--- src/hdl/bbgc_pkg.sv ---
// Package for the bounded-box geohash codec.
// Holds payload and configuration types, register codes and range constants.
// No dependencies.
`timescale 1ns / 1ps

package bbgc_pkg;

  // Defaults and fixed field widths
  localparam int unsigned MAX_AXIS_BITS_DFLT = 26;
  localparam int unsigned CODE_W             = 52;
  localparam int unsigned LAT_W              = 31;
  localparam int unsigned LON_W              = 32;
  localparam int unsigned APB_AW             = 6;
  localparam int unsigned APB_DW             = 64;

  // Output saturation limits in 1e-7 degree units
  localparam logic signed [63:0] LAT_MIN = -64'sd900000000;
  localparam logic signed [63:0] LAT_MAX = 64'sd900000000;
  localparam logic signed [63:0] LON_MIN = -64'sd1800000000;
  localparam logic signed [63:0] LON_MAX = 64'sd1800000000;

  typedef enum logic {
    OP_ENCODE = 1'b0,
    OP_DECODE = 1'b1
  } bbgc_op_e;

  typedef enum logic [2:0] {
    REG_LAT_ORIGIN = 3'd0,
    REG_LON_ORIGIN = 3'd1,
    REG_LAT_WIDTH  = 3'd2,
    REG_LON_WIDTH  = 3'd3,
    REG_LAT_SCALE  = 3'd4,
    REG_LON_SCALE  = 3'd5,
    REG_LAT_STEP   = 3'd6,
    REG_LON_STEP   = 3'd7
  } bbgc_reg_e;

  typedef struct packed {
    logic        opcode;
    logic [30:0] latitude;
    logic [31:0] longitude;
    logic [51:0] code_in;
  } bbgc_in_t;

  typedef struct packed {
    logic [51:0] code_out;
    logic [30:0] lat_out;
    logic [31:0] lon_out;
  } bbgc_out_t;

  // Configuration as seen by the datapath; bit counts already limited
  typedef struct packed {
    logic [30:0] lat_origin;
    logic [31:0] lon_origin;
    logic [4:0]  lat_width;
    logic [4:0]  lon_width;
    logic [5:0]  total_bits;
    logic [39:0] lat_scale;
    logic [39:0] lon_scale;
    logic [47:0] lat_step;
    logic [47:0] lon_step;
  } bbgc_cfg_t;

  // Per-stage load enables of the pipeline
  typedef struct packed {
    logic s1;
    logic s2;
    logic s3;
    logic s4;
    logic s5;
  } bbgc_ld_t;

endpackage

--- src/hdl/bbgc_merge.sv ---
// Merging stage of the geohash codec: interleaves the lane values into a code
// and selects the result fields by opcode into the output register. Uses bbgc_pkg.
`timescale 1ns / 1ps

module bbgc_merge import bbgc_pkg::*; #(
  parameter int unsigned MAX_AXIS_BITS = MAX_AXIS_BITS_DFLT
) (
  input  logic                     clk_i,
  input  bbgc_ld_t                 ld_i,
  input  logic                     opcode_i,
  input  logic [5:0]               total_i,
  input  logic [MAX_AXIS_BITS-1:0] lat_q_i,
  input  logic [MAX_AXIS_BITS-1:0] lon_q_i,
  input  logic [LAT_W-1:0]         lat_coord_i,
  input  logic [LON_W-1:0]         lon_coord_i,
  output bbgc_out_t                out_data_o
);

  localparam int unsigned PW = MAX_AXIS_BITS + CODE_W;

  logic [PW-1:0]     lat_x, lon_x;
  logic [CODE_W-1:0] code;
  bbgc_out_t         out_d, out_q;

  assign lat_x = PW'(lat_q_i);
  assign lon_x = PW'(lon_q_i);

  // Interleave: longitude on even positions, latitude on odd ones
  always_comb begin
    for (int i = 0; i < CODE_W; i++) begin
      if (i < int'(total_i)) begin
        code[i] = (i % 2 == 0) ? lon_x[i / 2] : lat_x[i / 2];
      end else begin
        code[i] = 1'b0;
      end
    end
  end

  // Select the fields of the result item
  always_comb begin
    if (opcode_i == OP_DECODE) begin
      out_d.code_out = '0;
      out_d.lat_out  = lat_coord_i;
      out_d.lon_out  = lon_coord_i;
    end else begin
      out_d.code_out = code;
      out_d.lat_out  = '0;
      out_d.lon_out  = '0;
    end
  end

  always_ff @(posedge clk_i) begin
    if (ld_i.s5) begin
      out_q <= out_d;
    end
  end

  assign out_data_o = out_q;

endmodule

--- config.mk ---
export PLATFORM = sky130hd
export DESIGN_NAME = bbgc_merge
export DESIGN_NICKNAME = d
export VERILOG_FILES = /design/src/hdl/bbgc_pkg.sv /design/src/hdl/bbgc_merge.sv
export SDC_FILE = /design/constraint.sdc
export NUM_CORES = 1
export LEC_CHECK = 0
export BUFFER_PORTS_ARGS = -buffer_cell sky130_fd_sc_hd__buf_2
export CELL_PAD_IN_SITES_DETAIL_PLACEMENT = 0
export CELL_PAD_IN_SITES_GLOBAL_PLACEMENT = 1
export CORE_MARGIN = 2
export CORE_UTILIZATION = 35
export CTS_CLUSTER_SIZE = 12
export DETAILED_ROUTE_END_ITERATION = 16
export PLACE_DENSITY_LB_ADDON = 0.1
export SLEW_MARGIN = 5
export SYNTH_ARGS = -nofsm -noshare
export SYNTH_HDL_FRONTEND = slang
export SYNTH_SLANG_ARGS = --single-unit
--- constraint.sdc ---
create_clock -name clk_i -period 1.3 [get_ports clk_i]
set_clock_uncertainty 0.15 [all_clocks]
set_input_delay 0.065 -clock clk_i [delete_from_list [all_inputs] [get_ports clk_i]]
set_output_delay 0.065 -clock clk_i [all_outputs]
set_load 0.05 [all_outputs]
==> results.sh <==
export IMPL_status="finished, final reports clean"
export IMPL_grt_pass1_vias=3987
export IMPL_cts_tree="yes"
export IMPL_stdcell_count=896
export IMPL_rsz0062_at_grt="false"
export IMPL_slew_headroom_pct=79.0
export IMPL_setup_violations=0
export IMPL_power_leakage_nw=3.48
export IMPL_power_density_mw_per_mm2=1340
export IMPL_core_region_area_mm2=0.0132
export IMPL_viasPerCell=4.41
export IMPL_antenna_left=0
export IMPL_die_height_um=120
export IMPL_path_clk_slew_ns=0.05
export IMPL_peakVddDrop_mv=0.694
export IMPL_area_delta_synth_final_pct=70.0
export IMPL_hold_path_class="in2reg"
export IMPL_fin_crit_sh_pct=96.0
export IMPL_hold_end="out_data_o[63]$_SDFFCE_PP0P_"
export IMPL_cp_cell_sequence="buf_4"
export IMPL_syn_avg_cell_area_um2=14.9
export IMPL_fill_cells=1109
export IMPL_synth_warnings=0
export IMPL_synth_top_area_share_pct=72.9
export IMPL_synthTopCellsByArea="edfxtp_1, and2_1, a21oi_1"
export IMPL_max_freq_ghz=0.801
export IMPL_synth_cell_type_count=37
export IMPL_maxCapViolations=0
export IMPL_grt_start_max_net_pins=43
export IMPL_clockBufferDepth=2
export IMPL_synth_edf_count=115
export IMPL_startpoint_type="flop"
export IMPL_final_cell_mix="buf_2, dlygate4sd3_1, edfxtp_1"
export IMPL_cp_arrival_ns=1.03
export IMPL_yosys_area_top_type="edfxtp_1"
export IMPL_synth_cell_area_mm2=0.00473
export IMPL_initial_utilization_pct=35.8
export IMPL_ys_seq_area_share_pct=72.9
export IMPL_io_buffers=238
export IMPL_yosys_register_bits=115
export IMPL_cts_root_buf="clkbuf_16"
export IMPL_diodes=0
export IMPL_required_ns=1.09
export IMPL_antenna_found_initial=0
export IMPL_track_usage_pct=18.9
export IMPL_syn_instance_count=318
export IMPL_postCtsSetupBuffers=0
export IMPL_num_vias=3949
export IMPL_clock_sinks=115
export IMPL_synth_ff_type="edfxtp_1"
export IMPL_critPathCaptureType="primary output"
export IMPL_hold_viol=0
export IMPL_stdcell_area_mm2=0.00805
export IMPL_final_max_slew_viol_count=0
export IMPL_hold_start="total_i[0]"
export IMPL_drive_gt1_share_pct=42.6
export IMPL_worstMarginPinSlew_ns=0.314
export IMPL_row_count=42
export IMPL_dp_cells=747
export IMPL_cts_buffers=17
export IMPL_io_pins=243
export IMPL_post_drt_wl_per_cell_um=15.1
export IMPL_max_stage_delay_ns=0.41
export IMPL_h_tree_depth=4
export IMPL_drc=0
export IMPL_dr_pass1_iters=4
export IMPL_fp_dieArea_mm2=0.0145
export IMPL_postSynth_asyncResetShare_pct=0
export IMPL_post_place_ws_ns=-0.0327
export IMPL_fin_crit_ns=1.25
export IMPL_critPathTopFamily="flip-flops"
export IMPL_path_max_fanout=1
export IMPL_synth_nets=446
export IMPL_place_congestion=0.755
export IMPL_layout_commonest_cell="buf_2"
export IMPL_critPathKind="reg2out"
export IMPL_largest_reg_flops=115
export IMPL_holdPathStages=3
export IMPL_cp_slowest_cell="edfxtp_1"
export IMPL_dp_hpwl_um=9370
export IMPL_drtIter0Drc=206
export IMPL_nets=837
export IMPL_drt_total_wl_um=13500
export IMPL_die_w_um=120
export IMPL_grt_pass1_wl_um=20500
export IMPL_crit_buf_inv=1
export IMPL_overflow=0
export IMPL_layout_setup_ws_ns=0.0521
export IMPL_place_area_mm2=0.00635
-- logic make-up (layout without fill, tap and decap cells) --
family	count (synthesis)	count (layout)	share of synthesized area [%]
AO/OA/AOI/OAI	44	44	5.92
buffers and inverters	22	424	2.83
flip-flops	115	115	72.9
AND/OR/NAND/NOR	137	137	18.3
-- Yosys cell counts (all sizes together), types with 2 or more instances --
| library cell | n |
|---|---|
| nor4b | 2 |
| nand3 | 3 |
| o21ai | 6 |
| o21bai | 2 |
| o311a | 3 |
| clkbuf | 9 |
| nor2 | 11 |
| nand2b | 5 |
| nand2 | 15 |
| or2 | 3 |
| a31oi | 3 |
| and2 | 72 |
| and3 | 7 |
| nor3b | 10 |
| buf | 11 |
| inv | 2 |
| and2b | 2 |
| edfxtp | 115 |
| a21oi | 21 |
| nor3 | 2 |
| o211a | 4 |
-- worst max path at each step --
stage | start | to | slack, ns | cells after the start
after detailed placement | total_i[3] | out_data_o[85]$_SDFFCE_PP0P_ | -0.03 | 5
final | out_data_o[24]$_SDFFCE_PN0P_ | out_data_o[24] | 0.05 | 1
after CTS | out_data_o[85]$_SDFFCE_PP0P_ | out_data_o[85] | 0.02 | 1
after global routing | out_data_o[108]$_SDFFCE_PP0P_ | out_data_o[108] | 0.01 | 1
after floorplan | total_i[4] | out_data_o[107]$_SDFFCE_PP0P_ | 0.14 | 4
after global placement | total_i[2] | out_data_o[73]$_SDFFCE_PP0P_ | -0.01 | 5
-- final cells by class --
type	count	area (µm²)	area share, %
sequential	115	3450	42.9
timing repair buffer	392	2720	33.7
multi-input combinational	181	1150	14.3
clock buffer	21	440	5.47
tap	176	220	2.74
clock inverter	9	66.3	0.824
inverter	2	7.51	0.0933
-- timing repair --
action | 4_1_cts | 5_1_grt
resized for setup | 1 | 1
endpoints found under the setup margin | 1 | 1
hold endpoints to repair | 120 | 0
hold buffers | 119 | 0
-- layer usage --
| layer | part of all wire [%] | up-vias | global-route usage, % |
|---|---|---|---|
| met3 | 8.2 | 19 | 6.18 |
| li1 | - | 1942 | - |
| met2 | 49 | 161 | 32.5 |
| met4 | 1.7 | 0 | 7.70 |
| met5 | 0 | - | 0 |
| met1 | 41 | 1827 | 21.8 |
-- report_power, final --
part | total [mW] | internal [mW] | leakage [nW] | switching, mW
sequential | 4.48 | 4.41 | 1.11 | 0.0711
combinational | 2.25 | 0.758 | 2.12 | 1.49
clock | 4.04 | 2.55 | 0.253 | 1.48
-- stage by stage --
step | setup TNS (ns) | utilization (%) | power [mW] | hold slack [ns]
after CTS | 0 | 60.8 | 10.9 | 0.0213
after floorplan | 0 | - | 5.84 | 0.0275
after detailed placement | -0.116 | 47.9 | 6.51 | 0.196
after global routing | 0 | 60.8 | 11.2 | 0.0730
final | 0 | 60.8 | 10.8 | 0.0439
after global placement | -0.0254 | 47.9 | 6.50 | 0.194
No activity file was read; power rests on OpenSTA's default activity.
