==> config.mk <==
export PLATFORM = sky130hd
export DESIGN_NAME = bbgc_regs
export DESIGN_NICKNAME = d
export VERILOG_FILES = /design/src/hdl/bbgc_pkg.sv /design/src/hdl/bbgc_regs.sv
export SDC_FILE = /design/constraint.sdc
export NUM_CORES = 1
export LEC_CHECK = 0
export ABC_AREA = 1
export BUFFER_PORTS_ARGS = -buffer_cell sky130_fd_sc_hd__buf_2
export CAP_MARGIN = 20
export CORE_UTILIZATION = 50
export CTS_CLUSTER_DIAMETER = 150
export DETAILED_ROUTE_END_ITERATION = 6
export GPL_TIMING_DRIVEN = 0
export PLACE_DENSITY = 0.77
export SLEW_MARGIN = 10
export SYNTH_ARGS = -nofsm -noshare
export SYNTH_HDL_FRONTEND = slang
export SYNTH_SLANG_ARGS = --single-unit
==> constraint.sdc <==
create_clock -name clk_i -period 3 [get_ports clk_i]
set_clock_uncertainty 0.15 [all_clocks]
set_input_delay 0.9 -clock clk_i [delete_from_list [all_inputs] [get_ports clk_i]]
set_output_delay 0.9 -clock clk_i [all_outputs]
set_load 0.05 [all_outputs]
==> src/hdl/bbgc_pkg.sv <==
// Package for the bounded-box geohash codec.
// Holds payload and configuration types, register codes and range constants.
// No dependencies.
`timescale 1ns / 1ps

package bbgc_pkg;

  // Defaults and fixed field widths
  localparam int unsigned MAX_AXIS_BITS_DFLT = 26;
  localparam int unsigned CODE_W             = 52;
  localparam int unsigned LAT_W              = 31;
  localparam int unsigned LON_W              = 32;
  localparam int unsigned APB_AW             = 6;
  localparam int unsigned APB_DW             = 64;

  // Output saturation limits in 1e-7 degree units
  localparam logic signed [63:0] LAT_MIN = -64'sd900000000;
  localparam logic signed [63:0] LAT_MAX = 64'sd900000000;
  localparam logic signed [63:0] LON_MIN = -64'sd1800000000;
  localparam logic signed [63:0] LON_MAX = 64'sd1800000000;

  typedef enum logic {
    OP_ENCODE = 1'b0,
    OP_DECODE = 1'b1
  } bbgc_op_e;

  typedef enum logic [2:0] {
    REG_LAT_ORIGIN = 3'd0,
    REG_LON_ORIGIN = 3'd1,
    REG_LAT_WIDTH  = 3'd2,
    REG_LON_WIDTH  = 3'd3,
    REG_LAT_SCALE  = 3'd4,
    REG_LON_SCALE  = 3'd5,
    REG_LAT_STEP   = 3'd6,
    REG_LON_STEP   = 3'd7
  } bbgc_reg_e;

  typedef struct packed {
    logic        opcode;
    logic [30:0] latitude;
    logic [31:0] longitude;
    logic [51:0] code_in;
  } bbgc_in_t;

  typedef struct packed {
    logic [51:0] code_out;
    logic [30:0] lat_out;
    logic [31:0] lon_out;
  } bbgc_out_t;

  // Configuration as seen by the datapath; bit counts already limited
  typedef struct packed {
    logic [30:0] lat_origin;
    logic [31:0] lon_origin;
    logic [4:0]  lat_width;
    logic [4:0]  lon_width;
    logic [5:0]  total_bits;
    logic [39:0] lat_scale;
    logic [39:0] lon_scale;
    logic [47:0] lat_step;
    logic [47:0] lon_step;
  } bbgc_cfg_t;

  // Per-stage load enables of the pipeline
  typedef struct packed {
    logic s1;
    logic s2;
    logic s3;
    logic s4;
    logic s5;
  } bbgc_ld_t;

endpackage

==> src/hdl/bbgc_regs.sv <==
// Configuration register file of the geohash codec behind an APB-style port.
// Depends on bbgc_pkg; produces the bbgc_cfg_t bundle for the lanes.
`timescale 1ns / 1ps

module bbgc_regs import bbgc_pkg::*; #(
  parameter int unsigned MAX_AXIS_BITS = MAX_AXIS_BITS_DFLT
) (
  input  logic                clk_i,
  input  logic                rst_ni,
  input  logic                psel,
  input  logic                penable,
  input  logic                pwrite,
  input  logic [APB_AW-1:0]   paddr,
  input  logic [APB_DW-1:0]   pwdata,
  output logic [APB_DW-1:0]   prdata,
  output logic                pready,
  output bbgc_cfg_t           cfg_o
);

  logic [30:0] lat_origin_q, lat_origin_d;
  logic [31:0] lon_origin_q, lon_origin_d;
  logic [4:0]  lat_width_q, lat_width_d;
  logic [4:0]  lon_width_q, lon_width_d;
  logic [39:0] lat_scale_q, lat_scale_d;
  logic [39:0] lon_scale_q, lon_scale_d;
  logic [47:0] lat_step_q, lat_step_d;
  logic [47:0] lon_step_q, lon_step_d;
  logic        wr_en;
  bbgc_reg_e   reg_idx;
  logic [4:0]  lat_eff, lon_eff;

  assign pready  = 1'b1;
  assign wr_en   = psel && penable && pwrite;
  assign reg_idx = bbgc_reg_e'(paddr[5:3]);

  // Decode the write
  always_comb begin
    lat_origin_d = lat_origin_q;
    lon_origin_d = lon_origin_q;
    lat_width_d  = lat_width_q;
    lon_width_d  = lon_width_q;
    lat_scale_d  = lat_scale_q;
    lon_scale_d  = lon_scale_q;
    lat_step_d   = lat_step_q;
    lon_step_d   = lon_step_q;
    if (wr_en) begin
      unique case (reg_idx)
        REG_LAT_ORIGIN: lat_origin_d = pwdata[30:0];
        REG_LON_ORIGIN: lon_origin_d = pwdata[31:0];
        REG_LAT_WIDTH:  lat_width_d  = pwdata[4:0];
        REG_LON_WIDTH:  lon_width_d  = pwdata[4:0];
        REG_LAT_SCALE:  lat_scale_d  = pwdata[39:0];
        REG_LON_SCALE:  lon_scale_d  = pwdata[39:0];
        REG_LAT_STEP:   lat_step_d   = pwdata[47:0];
        REG_LON_STEP:   lon_step_d   = pwdata[47:0];
      endcase
    end
  end

  // Hold the register values
  always_ff @(posedge clk_i or negedge rst_ni) begin
    if (!rst_ni) begin
      lat_origin_q <= '0;
      lon_origin_q <= '0;
      lat_width_q  <= 5'd1;
      lon_width_q  <= 5'd1;
      lat_scale_q  <= '0;
      lon_scale_q  <= '0;
      lat_step_q   <= '0;
      lon_step_q   <= '0;
    end else begin
      lat_origin_q <= lat_origin_d;
      lon_origin_q <= lon_origin_d;
      lat_width_q  <= lat_width_d;
      lon_width_q  <= lon_width_d;
      lat_scale_q  <= lat_scale_d;
      lon_scale_q  <= lon_scale_d;
      lat_step_q   <= lat_step_d;
      lon_step_q   <= lon_step_d;
    end
  end

  // Read back the raw register bits
  always_comb begin
    unique case (reg_idx)
      REG_LAT_ORIGIN: prdata = APB_DW'(lat_origin_q);
      REG_LON_ORIGIN: prdata = APB_DW'(lon_origin_q);
      REG_LAT_WIDTH:  prdata = APB_DW'(lat_width_q);
      REG_LON_WIDTH:  prdata = APB_DW'(lon_width_q);
      REG_LAT_SCALE:  prdata = APB_DW'(lat_scale_q);
      REG_LON_SCALE:  prdata = APB_DW'(lon_scale_q);
      REG_LAT_STEP:   prdata = APB_DW'(lat_step_q);
      REG_LON_STEP:   prdata = APB_DW'(lon_step_q);
    endcase
  end

  // Limit bit counts: zero acts as one, above the maximum acts as the maximum
  always_comb begin
    if (lat_width_q == 5'd0) begin
      lat_eff = 5'd1;
    end else if (32'(lat_width_q) > MAX_AXIS_BITS) begin
      lat_eff = 5'(MAX_AXIS_BITS);
    end else begin
      lat_eff = lat_width_q;
    end
    if (lon_width_q == 5'd0) begin
      lon_eff = 5'd1;
    end else if (32'(lon_width_q) > MAX_AXIS_BITS) begin
      lon_eff = 5'(MAX_AXIS_BITS);
    end else begin
      lon_eff = lon_width_q;
    end
  end

  assign cfg_o.lat_origin = lat_origin_q;
  assign cfg_o.lon_origin = lon_origin_q;
  assign cfg_o.lat_width  = lat_eff;
  assign cfg_o.lon_width  = lon_eff;
  assign cfg_o.total_bits = 6'(lat_eff) + 6'(lon_eff);
  assign cfg_o.lat_scale  = lat_scale_q;
  assign cfg_o.lon_scale  = lon_scale_q;
  assign cfg_o.lat_step   = lat_step_q;
  assign cfg_o.lon_step   = lon_step_q;

endmodule

==> run summary, run 1 <==
required time of the critical path - 1950 ps
Total Die Area - 24500 sq um
standard-cell row count - 56
cell depth of the worst flop-to-flop path - 3
maximum ir drop on the vdd rail - 0.820 mV
Longest Clk Path Bufs - 3
part of the Yosys area used for sequential elements - 0.523
final-stage net count - 1961
relative slew slack - 0.529
Total Power Consumption - 15000 uW
Reg clk slew, reported paths - 60 ps
RSZ-0062 raised after global routing - yes
leading post-synthesis cells by cell area - sky130_fd_sc_hd__dfrtp_1 (52%), sky130_fd_sc_hd__nand2_1 (8.3%), sky130_fd_sc_hd__a21oi_1 (6.4%), sky130_fd_sc_hd__nor2_1 (6.2%), sky130_fd_sc_hd__nand4_1 (5.2%)
critical path endpoint - cfg_o[180]
routed via count divided by cell count - 5.96
Period Utilization, post-route - 1.17
worst setup path startpoint - lon_width_q[2]
global-route total usage across every layer - 0.395
number of logic stages on the critical path including buffering - 9
achievable frequency - 284 MHz
final WL - 52500 um
kind of cell with the highest combined delay on the critical path - buffers and inverters
final non-filler cell area - 17900 sq um
library cell with the largest summed area after synthesis - sky130_fd_sc_hd__dfrtp_1
area fraction in and, or, nand and nor cells after synthesis - 0.246
number of flops mapped to enable cells by yosys - 0
most used standard cell by instance count after synthesis - sky130_fd_sc_hd__nand2_1
post-synthesis adder-cell area fraction - 0.00693
number of distinct library cells after synthesis - 35
crit path max fanout - 4
overflow left after global routing - 0
fraction of final layout cells with drive strength greater than 1 - 0.436
number of warnings reported in the yosys synthesis log - 0
quantity of I/O buffers inserted on ports - 356
cell type of the slowest stage on the worst timing path - sky130_fd_sc_hd__dfrtp_1
clock tree from TritonCTS - yes
maximum number of pins on one net before global-route repair - 111
Pins Over Slew Limit - 0
Final Hold Viols - 0
most frequent cells after synthesis - sky130_fd_sc_hd__nand2_1 (263), sky130_fd_sc_hd__dfrtp_1 (247), sky130_fd_sc_hd__nor2_1 (196)
DP Area - 14500 sq um
vias in the first global route - 12100
final estimated routing congestion in global placement - 0.919
type of the setup path with the least slack - reg2out
combined area of all synthesized cells - 11900 sq um
number of ports placed on the die boundary - 395
Synth async-reset ratio - 1.00
remaining routing DRC violations - 0
synthesized instance count - 1422
starting utilization of the core area - 0.509
Detailed Place HPWL - 32700 um
signed area change from the synthesized netlist to the final layout - 50.2%
largest stage delay on the critical path - 430 ps
vertical extent of the die - 156 um
Num Clock Sinks - 249
DIE WIDTH - 156 um
overall via count from detail_route - 13200
CORE AREA - 23400 sq um
number of maximum-capacitance violations - 0
top cell type's share of synthesized area - 0.519
first-pass GRT wire length - 72100 um
ANT nets after route - 0
number of antenna violations at the first check in global routing - 1
total buffers and inverters traversed by the critical path - 3
clk_lat worst skew - 550 ps
master cell of the clock root buffer - sky130_fd_sc_hd__clkbuf_16
reg-to-reg critical path endpoint - lat_width_q[0]
Routed WL per cell - 23.7 um
number of detailed-route iterations in the first pass - 6
xor and xnor area share after synthesis - 0.00220
crit path capture type - output port
number of buffers inserted during clock tree synthesis - 26
worst r2r src - lat_width_q[0]
post-route setup TNS - -9520 ps
type of the tightest min-delay check - in2async
area fraction in compound gates after synthesis - 0.129
Period minus WS final - 3520 ps
ordered list of cells on the worst path - inv_2, a21oi_4, buf_4, or2_4, fa_2, nand3_2, nand2_4, xor2_4, buf_6
Lkg Pwr - 0.00918 uW
multiplexer fraction of the synthesized cell area - 0
per-instance average area after synthesis - 8.38 sq um
Critical Path Source Type - flip-flop
Data arrival, critical path - 2470 ps
largest family of logic cells by synthesized area - simple AND/OR/NAND/NOR gates
Synth Register Bits - 249
setup slack of the worst register-to-register path - 1910 ps
setup-violating endpoint count in the final report - 45
transition at the pin with the smallest max-transition slack - 704 ps
violated checks - negative setup slack
DRC violation total after the first TritonRoute iteration - 1538
power density over cell area - 836 nW/um^2
number of levels the H-tree was split into - 1
run status - complete, but fails checks
commonest register cell after synthesis - sky130_fd_sc_hd__dfrtp_1
PnR worst setup slack - -519 ps
## power by group
part	internal (uW)	total, uW	switching, uW
Sequential	4130	4880	749
Combinational	1760	6890	5120
Clock	1820	3200	1380
## state kept, by name, summed over array words and instances (netlist names)
signal        count
lat_scale_q      40
lon_scale_q      40
lat_step_q       48
lon_origin_q     32
lon_step_q       48
lat_origin_q     31
lat_width_q       5
lon_width_q       5
## placed cells by master (no fill, tap or decap), types with 45 or more instances in the layout
cell type | synthesis | routed
sky130_fd_sc_hd__buf_8 | 0 | 47
sky130_fd_sc_hd__inv_1 | 108 | 106
sky130_fd_sc_hd__nand2_2 | 2 | 45
sky130_fd_sc_hd__nor2_1 | 196 | 161
sky130_fd_sc_hd__nand4_1 | 100 | 100
sky130_fd_sc_hd__o21ai_0 | 68 | 66
sky130_fd_sc_hd__a21oi_1 | 152 | 143
sky130_fd_sc_hd__dfrtp_1 | 247 | 243
sky130_fd_sc_hd__buf_2 | 40 | 332
sky130_fd_sc_hd__buf_4 | 28 | 61
sky130_fd_sc_hd__nand3_2 | 1 | 54
sky130_fd_sc_hd__nand2_1 | 263 | 194
## kinds of logic after synthesis
group                      count (synthesis)
AOI/OAI and AO/OA                        274
xor gates and xnor gates                   3
adders and majority gates                  6
buffers and inverters                    231
DFF                                      249
other                                      2
and+or+nand+nor                          657
## layer usage
layer / GRT usage / vias to the layer above / share of wire
li1: - / 5614 / -
met1: 0.538 / 6393 / 0.37
met2: 0.608 / 1011 / 0.45
met3: 0.0778 / 205 / 0.13
met4: 0.190 / 0 / 0.053
met5: 0 / - / 0
## worst min-delay path by stage
stage	depth (start not counted)	slack, ps	to	startpoint
2_1_floorplan	2	330	lat_width_q[0]	lat_width_q[0]
3_3_place_gp	2	340	lon_scale_q[1]	lon_scale_q[1]
3_5_place_dp	2	340	lon_scale_q[1]	lon_scale_q[1]
4_1_cts	1	100	lon_origin_q[12]	rst_ni
5_1_grt	1	90	lon_origin_q[9]	rst_ni
6_report	1	70	lat_origin_q[11]	rst_ni
## area by class of cell
type,count,area (sq um)
diodes,1,2.50
plain buffers,116,1060
clock buffers,37,753
clock inverters,8,65.1
fillers,1630,5510
inverters,114,475
multi-input cells,957,5740
flip-flops and latches,249,6240
well taps,319,399
repair buffers,415,3150
repair inverters,1,11.3
## worst register-to-register path, cell delays in order, from the launching register on
cell and delay, ps:
sky130_fd_sc_hd__dfstp_2 570, sky130_fd_sc_hd__buf_4 130, sky130_fd_sc_hd__nand2_1 50, sky130_fd_sc_hd__o21ai_0 100
## timing repair
item                                    CTS  global route
buffers inserted                         29            17
hold buffers                              0             0
cloned                                    6            11
pin swaps                                38            77
endpoints found under the setup margin   54            56
gates resized for setup                 300           216
## per-stage QoR
| step | hold slack [ps] | std cells | setup WS, ps | util |
|---|---|---|---|---|
| 2_1_floorplan | 334 | 1437 | -253 | - |
| 3_3_place_gp | 336 | 2112 | -3580 | 0.619 |
| 3_5_place_dp | 339 | 2114 | -758 | 0.621 |
| 4_1_cts | 97.5 | 2193 | -529 | 0.714 |
| 5_1_grt | 94.7 | 2216 | -579 | 0.765 |
| 6_report | 71.8 | 2217 | -519 | 0.765 |
(Power assumes the default switching activity.)
==> inputs of run 2 (changes only) <==
--- a/constraint.sdc
+++ b/constraint.sdc
@@ -4,2 +4,2 @@
 set_output_delay 0.9 -clock clk_i [all_outputs]
-set_load 0.05 [all_outputs]
+set_load 0.1 [all_outputs]
==> run summary, run 2 (same netlist as run 1, synthesis figures left out) <==
Fin Hold WS - 62.1 ps
maximum ir drop on the vdd rail - 0.691 mV
Lkg Pwr - 0.00947 uW
remaining routing DRC violations - 0
Critical Path Source Type - flip-flop
clock tree from TritonCTS - yes
worst setup path startpoint - lon_width_q[2]
crit path capture type - output port
achievable frequency - 280 MHz
signed area change from the synthesized netlist to the final layout - 56.9%
DP Area - 15100 sq um
# diodes - 0
number of maximum-capacitance violations - 0
final non-filler cell area - 18700 sq um
number of detailed-route iterations in the first pass - 7
number of buffers added to fix hold violations after cts - 0
routed via count divided by cell count - 6.15
relative slew slack - 0.585
power density over cell area - 1030 nW/um^2
sequential standard cell area - 6230 sq um
Num Clock Sinks - 249
number of buffers inserted during clock tree synthesis - 27
overflow left after global routing - 0
overall via count from detail_route - 13700
setup-violating endpoint count in the final report - 54
PnR worst setup slack - -577 ps
Final Hold Viols - 0
Multi-input gate area - 6070 sq um
final-stage net count - 1975
final WL - 54900 um
RSZ-0062 raised after global routing - yes
CORE AREA - 23400 sq um
Detailed Place HPWL - 33100 um
type of the setup path with the least slack - reg2out
worst r2r src - lon_width_q[1]
number of antenna violations at the first check in global routing - 0
Period Utilization, post-route - 1.19
number of ports placed on the die boundary - 395
most common cell after layout, fill and taps aside - sky130_fd_sc_hd__buf_2
type of the tightest min-delay check - in2async
required time of the critical path - 1950 ps
clk_lat worst skew - 540 ps
first-pass GRT wire length - 77800 um
final-layout fill cell count - 1439
master cell of the clock root buffer - sky130_fd_sc_hd__clkbuf_16
DRC violation total after the first TritonRoute iteration - 1793
DIE WIDTH - 156 um
post-place setup slack - -879 ps
Inst Count DP - 2114
Reg clk slew, reported paths - 60 ps
Routed WL per cell - 24.6 um
quantity of I/O buffers inserted on ports - 356
global-route total usage across every layer - 0.431
Data arrival, critical path - 2530 ps
Cell Count, Final, Fillers Out - 2232
Top Registers - lat_step_q x48, lon_step_q x48
final estimated routing congestion in global placement - 0.890
Total Die Area - 24500 sq um
Longest Clk Path Bufs - 3
Pins Over Slew Limit - 0
maximum number of pins on one net before global-route repair - 111
fraction of final layout cells with drive strength greater than 1 - 0.441
run status - complete, but fails checks
crit path max fanout - 4
most used cells in the layout excluding fill and tap cells - sky130_fd_sc_hd__buf_2 (329), sky130_fd_sc_hd__dfrtp_1 (246), sky130_fd_sc_hd__nand2_1 (196)
transition at the pin with the smallest max-transition slack - 627 ps
standard-cell row count - 56
ANT nets after route - 0
violated checks - negative setup slack
Period minus WS final - 3580 ps
vertical extent of the die - 156 um
number of levels the H-tree was split into - 1
starting utilization of the core area - 0.509
vias in the first global route - 13000
==> run 2: changes by cell type in the layout (fill, tap and decap cells not counted), moves of 6 or more <==
cell                      delta
sky130_fd_sc_hd__nor2_4     +18
sky130_fd_sc_hd__nor2_1      -7
sky130_fd_sc_hd__buf_6       -7
sky130_fd_sc_hd__nand3_1    +15
sky130_fd_sc_hd__o22ai_4     +8
sky130_fd_sc_hd__a21oi_4     +6
sky130_fd_sc_hd__nand3_2    -40
sky130_fd_sc_hd__nor2_2     -11
sky130_fd_sc_hd__nand3_4    +25
sky130_fd_sc_hd__buf_4       +6
sky130_fd_sc_hd__o22ai_1     -8
sky130_fd_sc_hd__buf_8      -34
sky130_fd_sc_hd__buf_12     +52
==> run 2: critical path, cell delays in order (launching register included) <==
cell and delay [ps]:
sky130_fd_sc_hd__dfrtp_1 430, sky130_fd_sc_hd__inv_2 110, sky130_fd_sc_hd__a21oi_4 60, sky130_fd_sc_hd__buf_4 150
sky130_fd_sc_hd__or2_4 260, sky130_fd_sc_hd__fa_2 420, sky130_fd_sc_hd__nand3_2 130, sky130_fd_sc_hd__nand2_4 70
sky130_fd_sc_hd__xor2_4 160, sky130_fd_sc_hd__buf_12 190
==> run 2: final timing paths <==
path / slack (ps) / cells past startpoint / end
setup / recovery: -580 / 9 / cfg_o[180]
hold / removal: 60 / 1 / lat_origin_q[12]
setup reg to reg: 1880 / 4 / lon_width_q[1]
hold reg to reg: 360 / 2 / lon_scale_q[24]
max in group asynchronous: 1750 / 2 / lon_step_q[37]
min in group clk_i: 360 / 2 / lon_scale_q[24]
==> run 2: repair_timing <==
action / 4_1_cts / 5_1_grt
gates resized for setup: 407 / 115
buffers inserted: 49 / 10
cloned: 12 / 4
pin swaps: 50 / 74
setup endpoints to repair: 56 / 54
==> run 2: power breakdown <==
group          internal (uW)  switching (uW)
clock network           1930            1430
registers               4130             761
logic                   2070            8910
==> run 2: cell type report <==
cell class	instances	share of cell area
Tap cell	319	0.0213
Sequential cell	249	0.333
Buffer	115	0.0553
Clock buffer	38	0.0405
Inverter	114	0.0250
Clock inverter	10	0.00595
Timing Repair Buffer	428	0.193
Timing Repair inverter	2	0.00107
Multi-Input combinational cell	957	0.325
==> run 2: per-layer routing <==
layer	up-vias	wire length, um	GRT usage
met2	1187	24500	0.671
met3	326	7210	0.119
met4	0	4000	0.240
met5	-	0	0.0269
li1	5637	-	-
met1	6566	19200	0.541
==> run 2: metrics by stage <==
stage | TNS (ps) | util | power (uW)
floorplan | -4470 | - | 13100
global placement | -913430 | 0.643 | 14600
detailed placement | -33480 | 0.646 | 14700
CTS | -11130 | 0.776 | 18800
global route | -15210 | 0.799 | 19700
finish | -13950 | 0.799 | 19200
==> inputs of run 3 (changes only) <==
ABC_AREA = not set   (was 1)
PLACE_DENSITY = 0.78   (was 0.77)
==> run summary, run 3 <==
starting utilization of the core area - 0.511
violated checks - negative setup slack
commonest register cell after synthesis - sky130_fd_sc_hd__dfrtp_1
most common cell after layout, fill and taps aside - sky130_fd_sc_hd__buf_2
leading post-synthesis cells by cell area - sky130_fd_sc_hd__dfrtp_1 (53%), sky130_fd_sc_hd__mux2_2 (17%), sky130_fd_sc_hd__mux2_1 (7.0%), sky130_fd_sc_hd__mux2i_1 (3.7%), sky130_fd_sc_hd__o2bb2ai_1 (2.0%)
relative slew slack - 0.612
vias in the first global route - 10200
most frequent cells after synthesis - sky130_fd_sc_hd__dfrtp_1 (247), sky130_fd_sc_hd__mux2_2 (178), sky130_fd_sc_hd__mux2_1 (72)
synthesized instance count - 894
Data arrival, critical path - 2540 ps
cell type of the slowest stage on the worst timing path - sky130_fd_sc_hd__dfrtp_2
Total Die Area - 23800 sq um
kind of cell with the highest combined delay on the critical path - compound AO/OA/AOI/OAI gates
power density over cell area - 981 nW/um^2
overflow left after global routing - 0
Num Clock Sinks - 249
final WL - 41700 um
Final Hold Viols - 0
number of logic stages on the critical path including buffering - 7
Detailed Place HPWL - 26100 um
clk_lat worst skew - 530 ps
first-pass GRT wire length - 61200 um
maximum ir drop on the vdd rail - 0.954 mV
Top Registers - lat_step_q x48, lon_step_q x48
final-layout fill cell count - 1305
DRC violation total after the first TritonRoute iteration - 602
final non-filler cell area - 17900 sq um
Longest Clk Path Bufs - 3
RSZ-0062 raised after global routing - yes
number of flops mapped to enable cells by yosys - 0
Period Utilization, post-route - 1.20
type of the tightest min-delay check - in2async
setup-violating endpoint count in the final report - 51
transition at the pin with the smallest max-transition slack - 582 ps
Multi-input gate area - 6280 sq um
maximum number of pins on one net before global-route repair - 111
final estimated routing congestion in global placement - 0.863
master cell of the clock root buffer - sky130_fd_sc_hd__clkbuf_16
Total Power Consumption - 17600 uW
total buffers and inverters traversed by the critical path - 2
cell depth of the worst flop-to-flop path - 2
number of buffers inserted during clock tree synthesis - 28
global-route total usage across every layer - 0.341
Final Core Density - 0.790
number of detailed-route iterations in the first pass - 4
required time of the critical path - 1950 ps
Synth Register Bits - 249
combined area of all synthesized cells - 11600 sq um
ANT nets after route - 0
number of warnings reported in the yosys synthesis log - 0
per-instance average area after synthesis - 13.0 sq um
standard-cell row count - 55
crit path max fanout - 7
part of the Yosys area used for sequential elements - 0.537
number of ports placed on the die boundary - 395
Lkg Pwr - 0.00852 uW
number of levels the H-tree was split into - 1
vertical extent of the die - 154 um
remaining routing DRC violations - 0
Period minus WS final - 3590 ps
number of maximum-capacitance violations - 0
Reg clk slew, reported paths - 60 ps
CORE AREA - 22700 sq um
Routed WL per cell - 25.2 um
clock tree from TritonCTS - yes
run status - complete, but fails checks
routed via count divided by cell count - 5.83
most used standard cell by instance count after synthesis - sky130_fd_sc_hd__dfrtp_1
final-stage net count - 1431
crit path capture type - output port
library cell with the largest summed area after synthesis - sky130_fd_sc_hd__dfrtp_1
overall via count from detail_route - 9633
ordered list of cells on the worst path - buf_4, a31o_4, fa_2, a21o_1, a21oi_4, xnor2_4, buf_12
quantity of I/O buffers inserted on ports - 357
DIE WIDTH - 154 um
sequential standard cell area - 6240 sq um
most used cells in the layout excluding fill and tap cells - sky130_fd_sc_hd__buf_2 (318), sky130_fd_sc_hd__dfrtp_1 (240), sky130_fd_sc_hd__mux2_2 (177)
Pins Over Slew Limit - 0
largest stage delay on the critical path - 450 ps
number of antenna violations at the first check in global routing - 3
type of the setup path with the least slack - reg2out
Cell Count, Final, Fillers Out - 1653
number of distinct library cells after synthesis - 45
signed area change from the synthesized netlist to the final layout - 54.7%
PnR worst setup slack - -593 ps
top cell type's share of synthesized area - 0.533
Synth async-reset ratio - 1.00
Critical Path Source Type - flip-flop
Fin Hold WS - 135 ps
Inst Count DP - 1553
fraction of final layout cells with drive strength greater than 1 - 0.655
achievable frequency - 278 MHz
DP Area - 14800 sq um
-- run 3: cell count changes after synthesis, sizes merged, moves of 26 or more --
cell,delta
o21ai,-81
mux2i,+43
o2bb2ai,+26
nor2,-145
a21oi,-140
nand2,-218
inv,-108
mux2,+250
nand4,-98
buf,-34
nand3,-74
-- run 3: layout make-up --
class,count,share of cell area
clock buffers,41,0.0452
clock inverters,6,0.00328
flip-flops and latches,249,0.348
diodes,1,0.000139
inverters,3,0.000767
multi-input cells,579,0.350
plain buffers,75,0.0440
well taps,285,0.0199
repair buffers,414,0.189
-- run 3: worst paths after layout --
path                                      from               to  slack [ps]
worst max-delay path            lon_width_q[3]       cfg_o[180]        -590
worst min-delay path                    rst_ni  lat_scale_q[14]         130
worst max register to register  lon_width_q[4]   lon_width_q[4]        1850
worst min register to register   lat_step_q[1]    lat_step_q[1]         360
max in group asynchronous               rst_ni  lat_scale_q[37]        1680
min in group clk_i               lat_step_q[1]    lat_step_q[1]         360
-- run 3: logic make-up (layout without fill, tap and decap cells) --
group	count (synthesis)	count (layout)	share of synthesized area
AO/OA/AOI/OAI	117	117	0.0690
buffers and inverters	81	539	0.0383
other	2	18	0.000648
AND/OR/NAND/NOR	135	135	0.0497
adder cells (fa/ha/maj)	6	6	0.00712
flip-flops	249	249	0.537
XOR/XNOR	3	3	0.00227
multiplexers	301	301	0.295
-- run 3: power by group --
group | internal (uW) | switching [uW]
combinational | 2130 | 7540
sequential | 4030 | 626
clock | 1940 | 1340
total | 8100 | 9510
-- run 3: repair_timing --
| action | 4_1_cts | 5_1_grt |
|---|---|---|
| hold buffers | 0 | 0 |
| pin swaps | 51 | 48 |
| buffers inserted | 36 | 12 |
| endpoints found under the setup margin | 55 | 54 |
| gates resized for setup | 340 | 104 |
| cloned | 7 | 4 |
-- run 3: through the flow --
step / TNS, ps / setup slack, ps
finish: -10500 / -593
global route: -12220 / -642
CTS: -10080 / -537
detailed placement: -36990 / -1050
global placement: -922190 / -4040
floorplan: -11680 / -720
-- run 3: per-layer routing --
| metal | track usage | part of all wire |
|---|---|---|
| met1 | 0.420 | 0.39 |
| met3 | 0.0743 | 0.068 |
| met2 | 0.580 | 0.49 |
| met5 | 0 | 0.00031 |
| met4 | 0.149 | 0.051 |
